## src/hdl/cct_pkg.sv

```systemverilog
// ----------------------------------------------------------------------------
// Clock calendar tick package
// Shared widths, codes, result layout and calendar helpers.
// ----------------------------------------------------------------------------
package cct_pkg;

    localparam int TICK_COUNT_BITS = 32;

    localparam int HOUR_W   = 5;
    localparam int MIN_W    = 6;
    localparam int SEC_W    = 6;
    localparam int DAY_W    = 5;
    localparam int MONTH_W  = 4;
    localparam int YEAR_W   = 14;
    localparam int COUNT_W  = 32;
    localparam int SETVAL_W = 16;
    localparam int QUOT_W   = 9;

    localparam int RESULT_W = HOUR_W + MIN_W + SEC_W + DAY_W + MONTH_W + YEAR_W
                              + COUNT_W + 1;
    localparam int M_TDATA_W = ((RESULT_W + 7) / 8) * 8;

    localparam logic [12:0] RECIP_100   = 13'd5243;
    localparam int          RECIP_SHIFT = 19;

    localparam logic [YEAR_W-1:0]  YEAR_RESET  = 14'd2000;
    localparam logic [MONTH_W-1:0] MONTH_FEB   = 4'd2;
    localparam logic [MONTH_W-1:0] MONTH_DEC   = 4'd12;

    localparam logic MODE_TICK  = 1'b0;
    localparam logic MODE_SET   = 1'b1;
    localparam logic FORMAT_24H = 1'b0;
    localparam logic FORMAT_12H = 1'b1;

    typedef struct packed {
        logic                  mode;
        logic                  negative;
        logic [SETVAL_W-2:0]   raw;
        logic [QUOT_W-1:0]     quot;
    } item_t;

    typedef struct packed {
        logic                  set_error;
        logic [COUNT_W-1:0]    tick_count;
        logic [YEAR_W-1:0]     year;
        logic [MONTH_W-1:0]    month;
        logic [DAY_W-1:0]      day;
        logic [SEC_W-1:0]      seconds;
        logic [MIN_W-1:0]      minutes;
        logic [HOUR_W-1:0]     hours;
    } result_t;

    function automatic logic [DAY_W-1:0] month_days(
        input logic [MONTH_W-1:0] month,
        input logic               leap
    );
        logic [DAY_W-1:0] days;
        unique case (month)
            4'd2:                   days = leap ? 5'd29 : 5'd28;
            4'd4, 4'd6, 4'd9, 4'd11: days = 5'd30;
            default:                days = 5'd31;
        endcase
        return days;
    endfunction

endpackage

```

## src/hdl/cct_in_stage.sv

```systemverilog
// ----------------------------------------------------------------------------
// Input stage
// Registers an accepted item and splits a set value into its hundreds.
// ----------------------------------------------------------------------------
module cct_in_stage (
    input  logic                        aclk,
    input  logic                        aresetn,
    input  logic                        s_tvalid,
    output logic                        s_tready,
    input  logic [cct_pkg::SETVAL_W-1:0] s_tdata,
    input  logic                        s_tuser,
    input  logic                        advance,
    output logic                        item_valid,
    output cct_pkg::item_t              item
);
    import cct_pkg::*;

    logic                         valid_reg;
    logic                         valid_next;
    item_t                        item_reg;
    item_t                        item_next;
    logic [SETVAL_W-2:0]          raw;
    logic [SETVAL_W+13-2:0]       product;

    assign raw     = s_tdata[SETVAL_W-2:0];
    assign product = raw * RECIP_100;

    always_comb begin
        item_next.mode     = s_tuser;
        item_next.negative = s_tdata[SETVAL_W-1];
        item_next.raw      = raw;
        item_next.quot     = product[RECIP_SHIFT+QUOT_W-1:RECIP_SHIFT];
    end

    assign s_tready = !valid_reg || advance;

    always_comb begin
        valid_next = valid_reg;
        if (s_tvalid && s_tready) begin
            valid_next = 1'b1;
        end else if (advance) begin
            valid_next = 1'b0;
        end
    end

    always_ff @(posedge aclk) begin
        if (!aresetn) begin
            valid_reg <= 1'b0;
        end else begin
            valid_reg <= valid_next;
        end
    end

    always_ff @(posedge aclk) begin
        if (s_tvalid && s_tready) begin
            item_reg <= item_next;
        end
    end

    assign item_valid = valid_reg;
    assign item       = item_reg;

endmodule

```

## src/hdl/cct_core.sv

```systemverilog
// ----------------------------------------------------------------------------
// Time and date core
// Holds the clock and calendar state and works out each item's result.
// ----------------------------------------------------------------------------
module cct_core (
    input  logic             aclk,
    input  logic             aresetn,
    input  logic             cfg_wr_en,
    input  logic             cfg_wr_data,
    input  logic             update,
    input  cct_pkg::item_t   item,
    output cct_pkg::result_t result
);
    import cct_pkg::*;

    logic                        format_reg;
    logic [HOUR_W-1:0]           hour_reg,   hour_next;
    logic [MIN_W-1:0]            minute_reg, minute_next;
    logic [SEC_W-1:0]            second_reg, second_next;
    logic [DAY_W-1:0]            day_reg,    day_next;
    logic [MONTH_W-1:0]          month_reg,  month_next;
    logic [YEAR_W-1:0]           year_reg,   year_next;
    logic [TICK_COUNT_BITS-1:0]  tick_reg,   tick_next;
    logic                        leap_reg,   leap_next;
    logic                        error;

    logic [YEAR_W+12:0]          year_prod;
    logic [7:0]                  year_quot;
    logic [YEAR_W-1:0]           year_rem;
    logic [SETVAL_W-2:0]         set_rem;
    logic [HOUR_W-1:0]           shown;
    logic [TICK_COUNT_BITS+COUNT_W-1:0] tick_ext;
    logic                        sec_wrap, min_wrap, hour_wrap;

    // Leap flag is registered from the year; a year only changes on
    // the first of January, long before the end of February.
    assign year_prod = year_reg * RECIP_100;
    assign year_quot = year_prod[RECIP_SHIFT+7:RECIP_SHIFT];
    assign year_rem  = year_reg - YEAR_W'(year_quot * 14'd100);
    assign leap_next = ((year_reg[1:0] == 2'd0) && (year_rem != '0))
                       || ((year_rem == '0) && (year_quot[1:0] == 2'd0));

    assign set_rem   = item.raw - (SETVAL_W-1)'(item.quot * 15'd100);

    assign sec_wrap  = (second_reg == 6'd59);
    assign min_wrap  = (minute_reg == 6'd59);
    assign hour_wrap = (hour_reg == 5'd23);

    always_comb begin
        hour_next   = hour_reg;
        minute_next = minute_reg;
        second_next = second_reg;
        day_next    = day_reg;
        month_next  = month_reg;
        year_next   = year_reg;
        tick_next   = tick_reg;
        error       = 1'b0;
        if (item.mode == MODE_TICK) begin
            tick_next   = tick_reg + 1'b1;
            second_next = sec_wrap ? '0 : second_reg + 1'b1;
            if (sec_wrap) begin
                minute_next = min_wrap ? '0 : minute_reg + 1'b1;
                if (min_wrap) begin
                    hour_next = hour_wrap ? '0 : hour_reg + 1'b1;
                end
            end
            if (sec_wrap && min_wrap && hour_wrap) begin
                if (day_reg >= month_days(month_reg, leap_reg)) begin
                    day_next = 5'd1;
                    if (month_reg >= MONTH_DEC) begin
                        month_next = 4'd1;
                        year_next  = year_reg + 1'b1;
                    end else begin
                        month_next = month_reg + 1'b1;
                    end
                end else begin
                    day_next = day_reg + 1'b1;
                end
            end
        end else if (item.negative) begin
            error = 1'b1;
        end else begin
            hour_next   = (item.quot > QUOT_W'(23)) ? 5'd23 : item.quot[HOUR_W-1:0];
            minute_next = (set_rem > 15'd59) ? 6'd59 : set_rem[MIN_W-1:0];
            second_next = '0;
        end
    end

    always_comb begin
        shown = hour_next;
        if (format_reg == FORMAT_12H) begin
            if (hour_next >= 5'd12) begin
                shown = hour_next - 5'd12;
            end
            if (shown == '0) begin
                shown = 5'd12;
            end
        end
    end

    assign tick_ext = {{COUNT_W{1'b0}}, tick_next};

    always_comb begin
        result.hours      = shown;
        result.minutes    = minute_next;
        result.seconds    = second_next;
        result.day        = day_next;
        result.month      = month_next;
        result.year       = year_next;
        result.tick_count = tick_ext[COUNT_W-1:0];
        result.set_error  = error;
    end

    always_ff @(posedge aclk) begin
        if (!aresetn) begin
            format_reg <= FORMAT_24H;
            hour_reg   <= '0;
            minute_reg <= '0;
            second_reg <= '0;
            day_reg    <= 5'd1;
            month_reg  <= 4'd1;
            year_reg   <= YEAR_RESET;
            tick_reg   <= '0;
            leap_reg   <= 1'b1;
        end else begin
            leap_reg <= leap_next;
            if (cfg_wr_en) begin
                format_reg <= cfg_wr_data;
            end
            if (update) begin
                hour_reg   <= hour_next;
                minute_reg <= minute_next;
                second_reg <= second_next;
                day_reg    <= day_next;
                month_reg  <= month_next;
                year_reg   <= year_next;
                tick_reg   <= tick_next;
            end
        end
    end

endmodule

```

## src/hdl/clock_calendar_tick.sv

```systemverilog
// ----------------------------------------------------------------------------
// Clock calendar tick
// Real-time clock and calendar driven by tick and set transfers.
// ----------------------------------------------------------------------------
// Each input transfer either advances the clock by one second (tuser low) or
// loads the time of day from a decimal HHMM value in tdata (tuser high);
// every input transfer yields exactly one output transfer with the full time,
// date, tick count and set error flag. The block takes one transfer per clock
// cycle while m_tready does not hold the output; each result passes through
// the input register and then the result register. The time format register
// may be written only while no transfer is in flight.
module clock_calendar_tick (
    input  logic                          aclk,
    input  logic                          aresetn,
    input  logic                          cfg_wr_en,
    input  logic                          cfg_wr_data,
    input  logic                          s_tvalid,
    output logic                          s_tready,
    input  logic [cct_pkg::SETVAL_W-1:0]  s_tdata,   // set_value
    input  logic                          s_tuser,   // mode
    output logic                          m_tvalid,
    input  logic                          m_tready,
    // hours, minutes, seconds, day, month, year, tick_count, set_error, pad
    output logic [cct_pkg::M_TDATA_W-1:0] m_tdata
);
    import cct_pkg::*;

    logic    item_valid;
    item_t   item;
    logic    advance;
    result_t result;
    result_t result_reg;
    logic    m_valid_reg;
    logic    m_valid_next;

    assign advance = item_valid && (!m_valid_reg || m_tready);

    cct_in_stage u_in_stage (
        .aclk       (aclk),
        .aresetn    (aresetn),
        .s_tvalid   (s_tvalid),
        .s_tready   (s_tready),
        .s_tdata    (s_tdata),
        .s_tuser    (s_tuser),
        .advance    (advance),
        .item_valid (item_valid),
        .item       (item)
    );

    cct_core u_core (
        .aclk        (aclk),
        .aresetn     (aresetn),
        .cfg_wr_en   (cfg_wr_en),
        .cfg_wr_data (cfg_wr_data),
        .update      (advance),
        .item        (item),
        .result      (result)
    );

    always_comb begin
        m_valid_next = m_valid_reg;
        if (advance) begin
            m_valid_next = 1'b1;
        end else if (m_tready) begin
            m_valid_next = 1'b0;
        end
    end

    always_ff @(posedge aclk) begin
        if (!aresetn) begin
            m_valid_reg <= 1'b0;
        end else begin
            m_valid_reg <= m_valid_next;
        end
    end

    always_ff @(posedge aclk) begin
        if (advance) begin
            result_reg <= result;
        end
    end

    assign m_tvalid = m_valid_reg;
    assign m_tdata  = M_TDATA_W'(result_reg);

endmodule

```

## config.mk

```make
export PLATFORM = sky130hd
export DESIGN_NAME = clock_calendar_tick
export DESIGN_NICKNAME = d
export VERILOG_FILES = /design/src/hdl/cct_pkg.sv /design/src/hdl/cct_in_stage.sv /design/src/hdl/cct_core.sv /design/src/hdl/clock_calendar_tick.sv
export SDC_FILE = /design/constraint.sdc
export NUM_CORES = 1
export LEC_CHECK = 0
export BUFFER_PORTS_ARGS = -buffer_cell sky130_fd_sc_hd__buf_4
export CORE_MARGIN = 1
export CORE_UTILIZATION = 57
export DETAILED_ROUTE_END_ITERATION = 6
export PLACE_DENSITY = 0.78
export SLEW_MARGIN = 20
export SYNTH_ARGS = -nofsm -noshare
export SYNTH_HDL_FRONTEND = slang
export SYNTH_SLANG_ARGS = --single-unit
```

## constraint.sdc

```tcl
create_clock -name aclk -period 7.7 [get_ports aclk]
set_input_delay 0.77 -clock aclk [delete_from_list [all_inputs] [get_ports aclk]]
set_output_delay 0.77 -clock aclk [all_outputs]
set_load 0.02 [all_outputs]
```

==> flow_metrics.tcl <==
set metrics [dict create \
    outcome "finished with violations" \
    violations "negative setup slack" \
    rsz0062_at_grt "yes" \
    drive_gt1_share_pct 19.3 \
    cp-start-kind "register" \
    dieArea_um2 30600 \
    nets 2387 \
    ant_nets 0 \
    cp_max_fo 3 \
    synth_edf_count 99 \
    multi_input_area_um2 11800 \
    routed_wl_um 37100 \
    cpMostUsedCell "ha_4" \
    hold_violations 0 \
    critPathKind "register to register" \
    worst_slew_pin_slew_ns 0.976 \
    ys_ff_latch 175 \
    grt_max_degree 80 \
    num_rows 62 \
    dp_hpwl_um 28300 \
    grt-ovfl-total 0 \
    cts_buffers 17 \
    largest_reg_flops 73 \
    final_max_slew_viol_count 0 \
    ir_worst_vdd_mv 0.352 \
    die_height_um 175 \
    setup_tns_ns -0.109 \
    hold_slack_ns 0.494 \
    drtPass1Iterations 5 \
    mostFrequentLayoutCell "inv_1" \
    drc 0 \
    holdCritStartpoint "u_core.tick_reg[1]" \
    grtUsageMet3_pct 2.98 \
    fin_skew_ns 0.0140 \
    area_growth_pct 18.3 \
    ys_warn_count 0 \
    max_freq_mhz 128 \
    period_minus_slack_ns 7.81 \
    setup_ws_ns -0.109 \
    core_area_um2 29100 \
    regArea_um2 4540 \
    antenna_found_initial 0 \
    root_buffer "clkbuf_16" \
    setup_violations 1 \
    netlist_instances 1730 \
    yosysUniqueCellTypes 83 \
    fin_cells 2318 \
    start_util_pct 58.6 \
    p_leak_nw 9.40 \
    io_buffers 97 \
    diodes 0 \
    use_met1_pct 34.4 \
    cts_sinks 175 \
    io_pins 105 \
    netlist_area_um2 17100 \
    critPathLaunch "u_core.year_reg[4]" \
    crit_path_end_kind "register" \
    grt.total_usage_pct 25.1 \
    h-tree-depth 4 \
    dp.cells 2264 \
    critPathSlowestCell "fa_2" \
    powerDensity_nw_per_um2 283 \
    clkTransAtPathRegs_ns 0.08 \
    routed_via_density 5.50 \
    place_congestion 0.894 \
    cts_tree "done" \
    required_ns 8.01 \
    synth_ff_type "edfxtp_1" \
    maxCapViolCount 0 \
    grt_pass1_vias 12818 \
    hp-class "register to register" \
    grt_pass1_wl_um 61700 \
    clockBufferDepth 2 \
    top_usage_layer "met2" \
    final_cell_mix "289 x inv_1, 268 x ha_1, 197 x buf_4" \
    cp.arrival_ns 8.12 \
    num-fill-cells 1995 \
    slowest_delay_ns 0.53 \
    ys_seq_area_share_pct 26.4 \
    hold_buffers 0 \
    grt_util_met2_pct 42.4 \
    synthArstFlopShare_pct 0 \
    vias 12749 \
    detail_route.wl_per_cell_um 16.0 \
    fin_crit_sh_pct 101 \
    first_iter_violations 695 \
    clock_latency_ns 0.44 \
    worst_slew_margin_rel_pct 35.0 \
    fp.dieW_um 175 \
    reg2reg_from "u_core.year_reg[4]" \
    avgSynthCellArea_um2 9.86 \
]
==> repair_timing <==
item	in CTS	in global routing
endpoints found under the hold margin	0	0
setup endpoints to repair	1	1
resized for setup	72	39
gates cloned	0	0
buffers inserted	15	7
pin swaps	68	39
==> cell type report <==
| class | instances | share of cell area [%] |
|---|---|---|
| flip-flops and latches | 175 | 22.5 |
| repair buffers | 204 | 7.76 |
| inverters | 310 | 5.82 |
| multi-input cells | 1213 | 58.6 |
| well taps | 384 | 2.38 |
| clock buffers | 19 | 2.30 |
| clock inverters | 13 | 0.701 |
==> per-stage QoR <==
step	setup slack [ns]	utilization (%)	cell area, µm²	power [W]
after floorplan	0.00592	-	17100	0.00390
after global placement	-0.276	64.6	18800	0.00458
after detailed placement	-0.503	64.6	18800	0.00471
after CTS	-0.103	68.5	19900	0.00566
after global routing	-0.382	69.4	20200	0.00629
final	-0.109	69.4	20200	0.00570
==> critical path, delay by kind of cell, from the launching register on <==
family / cells / cell delay [ns]
AOI/OAI and AO/OA: 8 / 1.77
xor gates and xnor gates: 1 / 0.18
adders and majority gates: 11 / 3.75
buffers and inverters: 4 / 0.35
DFF: 1 / 0.37
and+or+nand+nor: 8 / 1.22
==> logic make-up (layout without fill, tap and decap cells) <==
kind of cell             after synthesis  count (layout)  synth area share (%)
buffers and inverters                348             546                  7.90
multiplexers                           8               8                 0.499
AND/OR/NAND/NOR                      386             386                  11.1
other                                  1               7                0.0220
AO/OA/AOI/OAI                        250             250                  9.38
flip-flops                           175             175                  26.4
XOR/XNOR                             119             119                  6.11
adder cells (fa/ha/maj)              443             443                  38.7
==> cells in the mapped netlist (3+ instances only) <==
| cell | n | area (µm²) |
|---|---|---|
| nand4_1 | 14 | 87.6 |
| o21a_1 | 13 | 97.6 |
| nand2b_1 | 10 | 62.6 |
| o211ai_1 | 3 | 22.5 |
| nor3_1 | 29 | 145 |
| o41ai_1 | 6 | 52.6 |
| and3_1 | 16 | 100 |
| and2_1 | 8 | 50.1 |
| o31ai_1 | 9 | 67.6 |
| nor3b_1 | 5 | 37.5 |
| a21boi_0 | 4 | 30.0 |
| a21o_1 | 14 | 105 |
| nand3_1 | 33 | 165 |
| xnor2_1 | 65 | 569 |
| ha_1 | 303 | 3790 |
| a2111oi_4 | 3 | 82.6 |
| dfxtp_1 | 76 | 1520 |
| o22ai_1 | 3 | 18.8 |
| nor2b_1 | 10 | 62.6 |
| inv_1 | 308 | 1160 |
| nand2_1 | 103 | 387 |
| edfxtp_1 | 99 | 2970 |
| clkbuf_1 | 26 | 97.6 |
| or3_1 | 13 | 81.3 |
| nor2_1 | 117 | 439 |
| a21oi_1 | 74 | 370 |
| fa_1 | 140 | 2800 |
| or2_2 | 5 | 31.3 |
| xor2_1 | 54 | 473 |
| mux2i_1 | 4 | 40.0 |
| a41oi_1 | 3 | 26.3 |
| o21ai_1 | 3 | 15.0 |
| o21ai_0 | 77 | 385 |
| buf_2 | 3 | 15.0 |
| mux2_2 | 4 | 45.0 |
| buf_4 | 8 | 60.1 |
| a31oi_1 | 9 | 56.3 |
==> path summary, 6_finish.rpt <==
| check | end | slack [ns] | cells after the start |
|---|---|---|---|
| setup reg to reg | u_core.leap_reg | -0.11 | 32 |
| setup / recovery | u_core.leap_reg | -0.11 | 32 |
| hold reg to reg | u_core.tick_reg[1] | 0.49 | 2 |
| hold / removal | u_core.tick_reg[1] | 0.49 | 2 |
==> report_power, final <==
part           switching (W)  internal (W)  total, W
sequential         0.0000591       0.00106   0.00112
combinational        0.00204       0.00167   0.00371
clock               0.000412      0.000460  0.000872
total                0.00251       0.00319   0.00570
==> metal layers <==
layer | up-vias | routed length [µm]
met2 | 368 | 18100
li1 | 6161 | -
met1 | 6164 | 16800
met4 | 0 | 628
met3 | 56 | 1610
met5 | - | 0
Note: power is estimated with default switching activity, not from simulation.
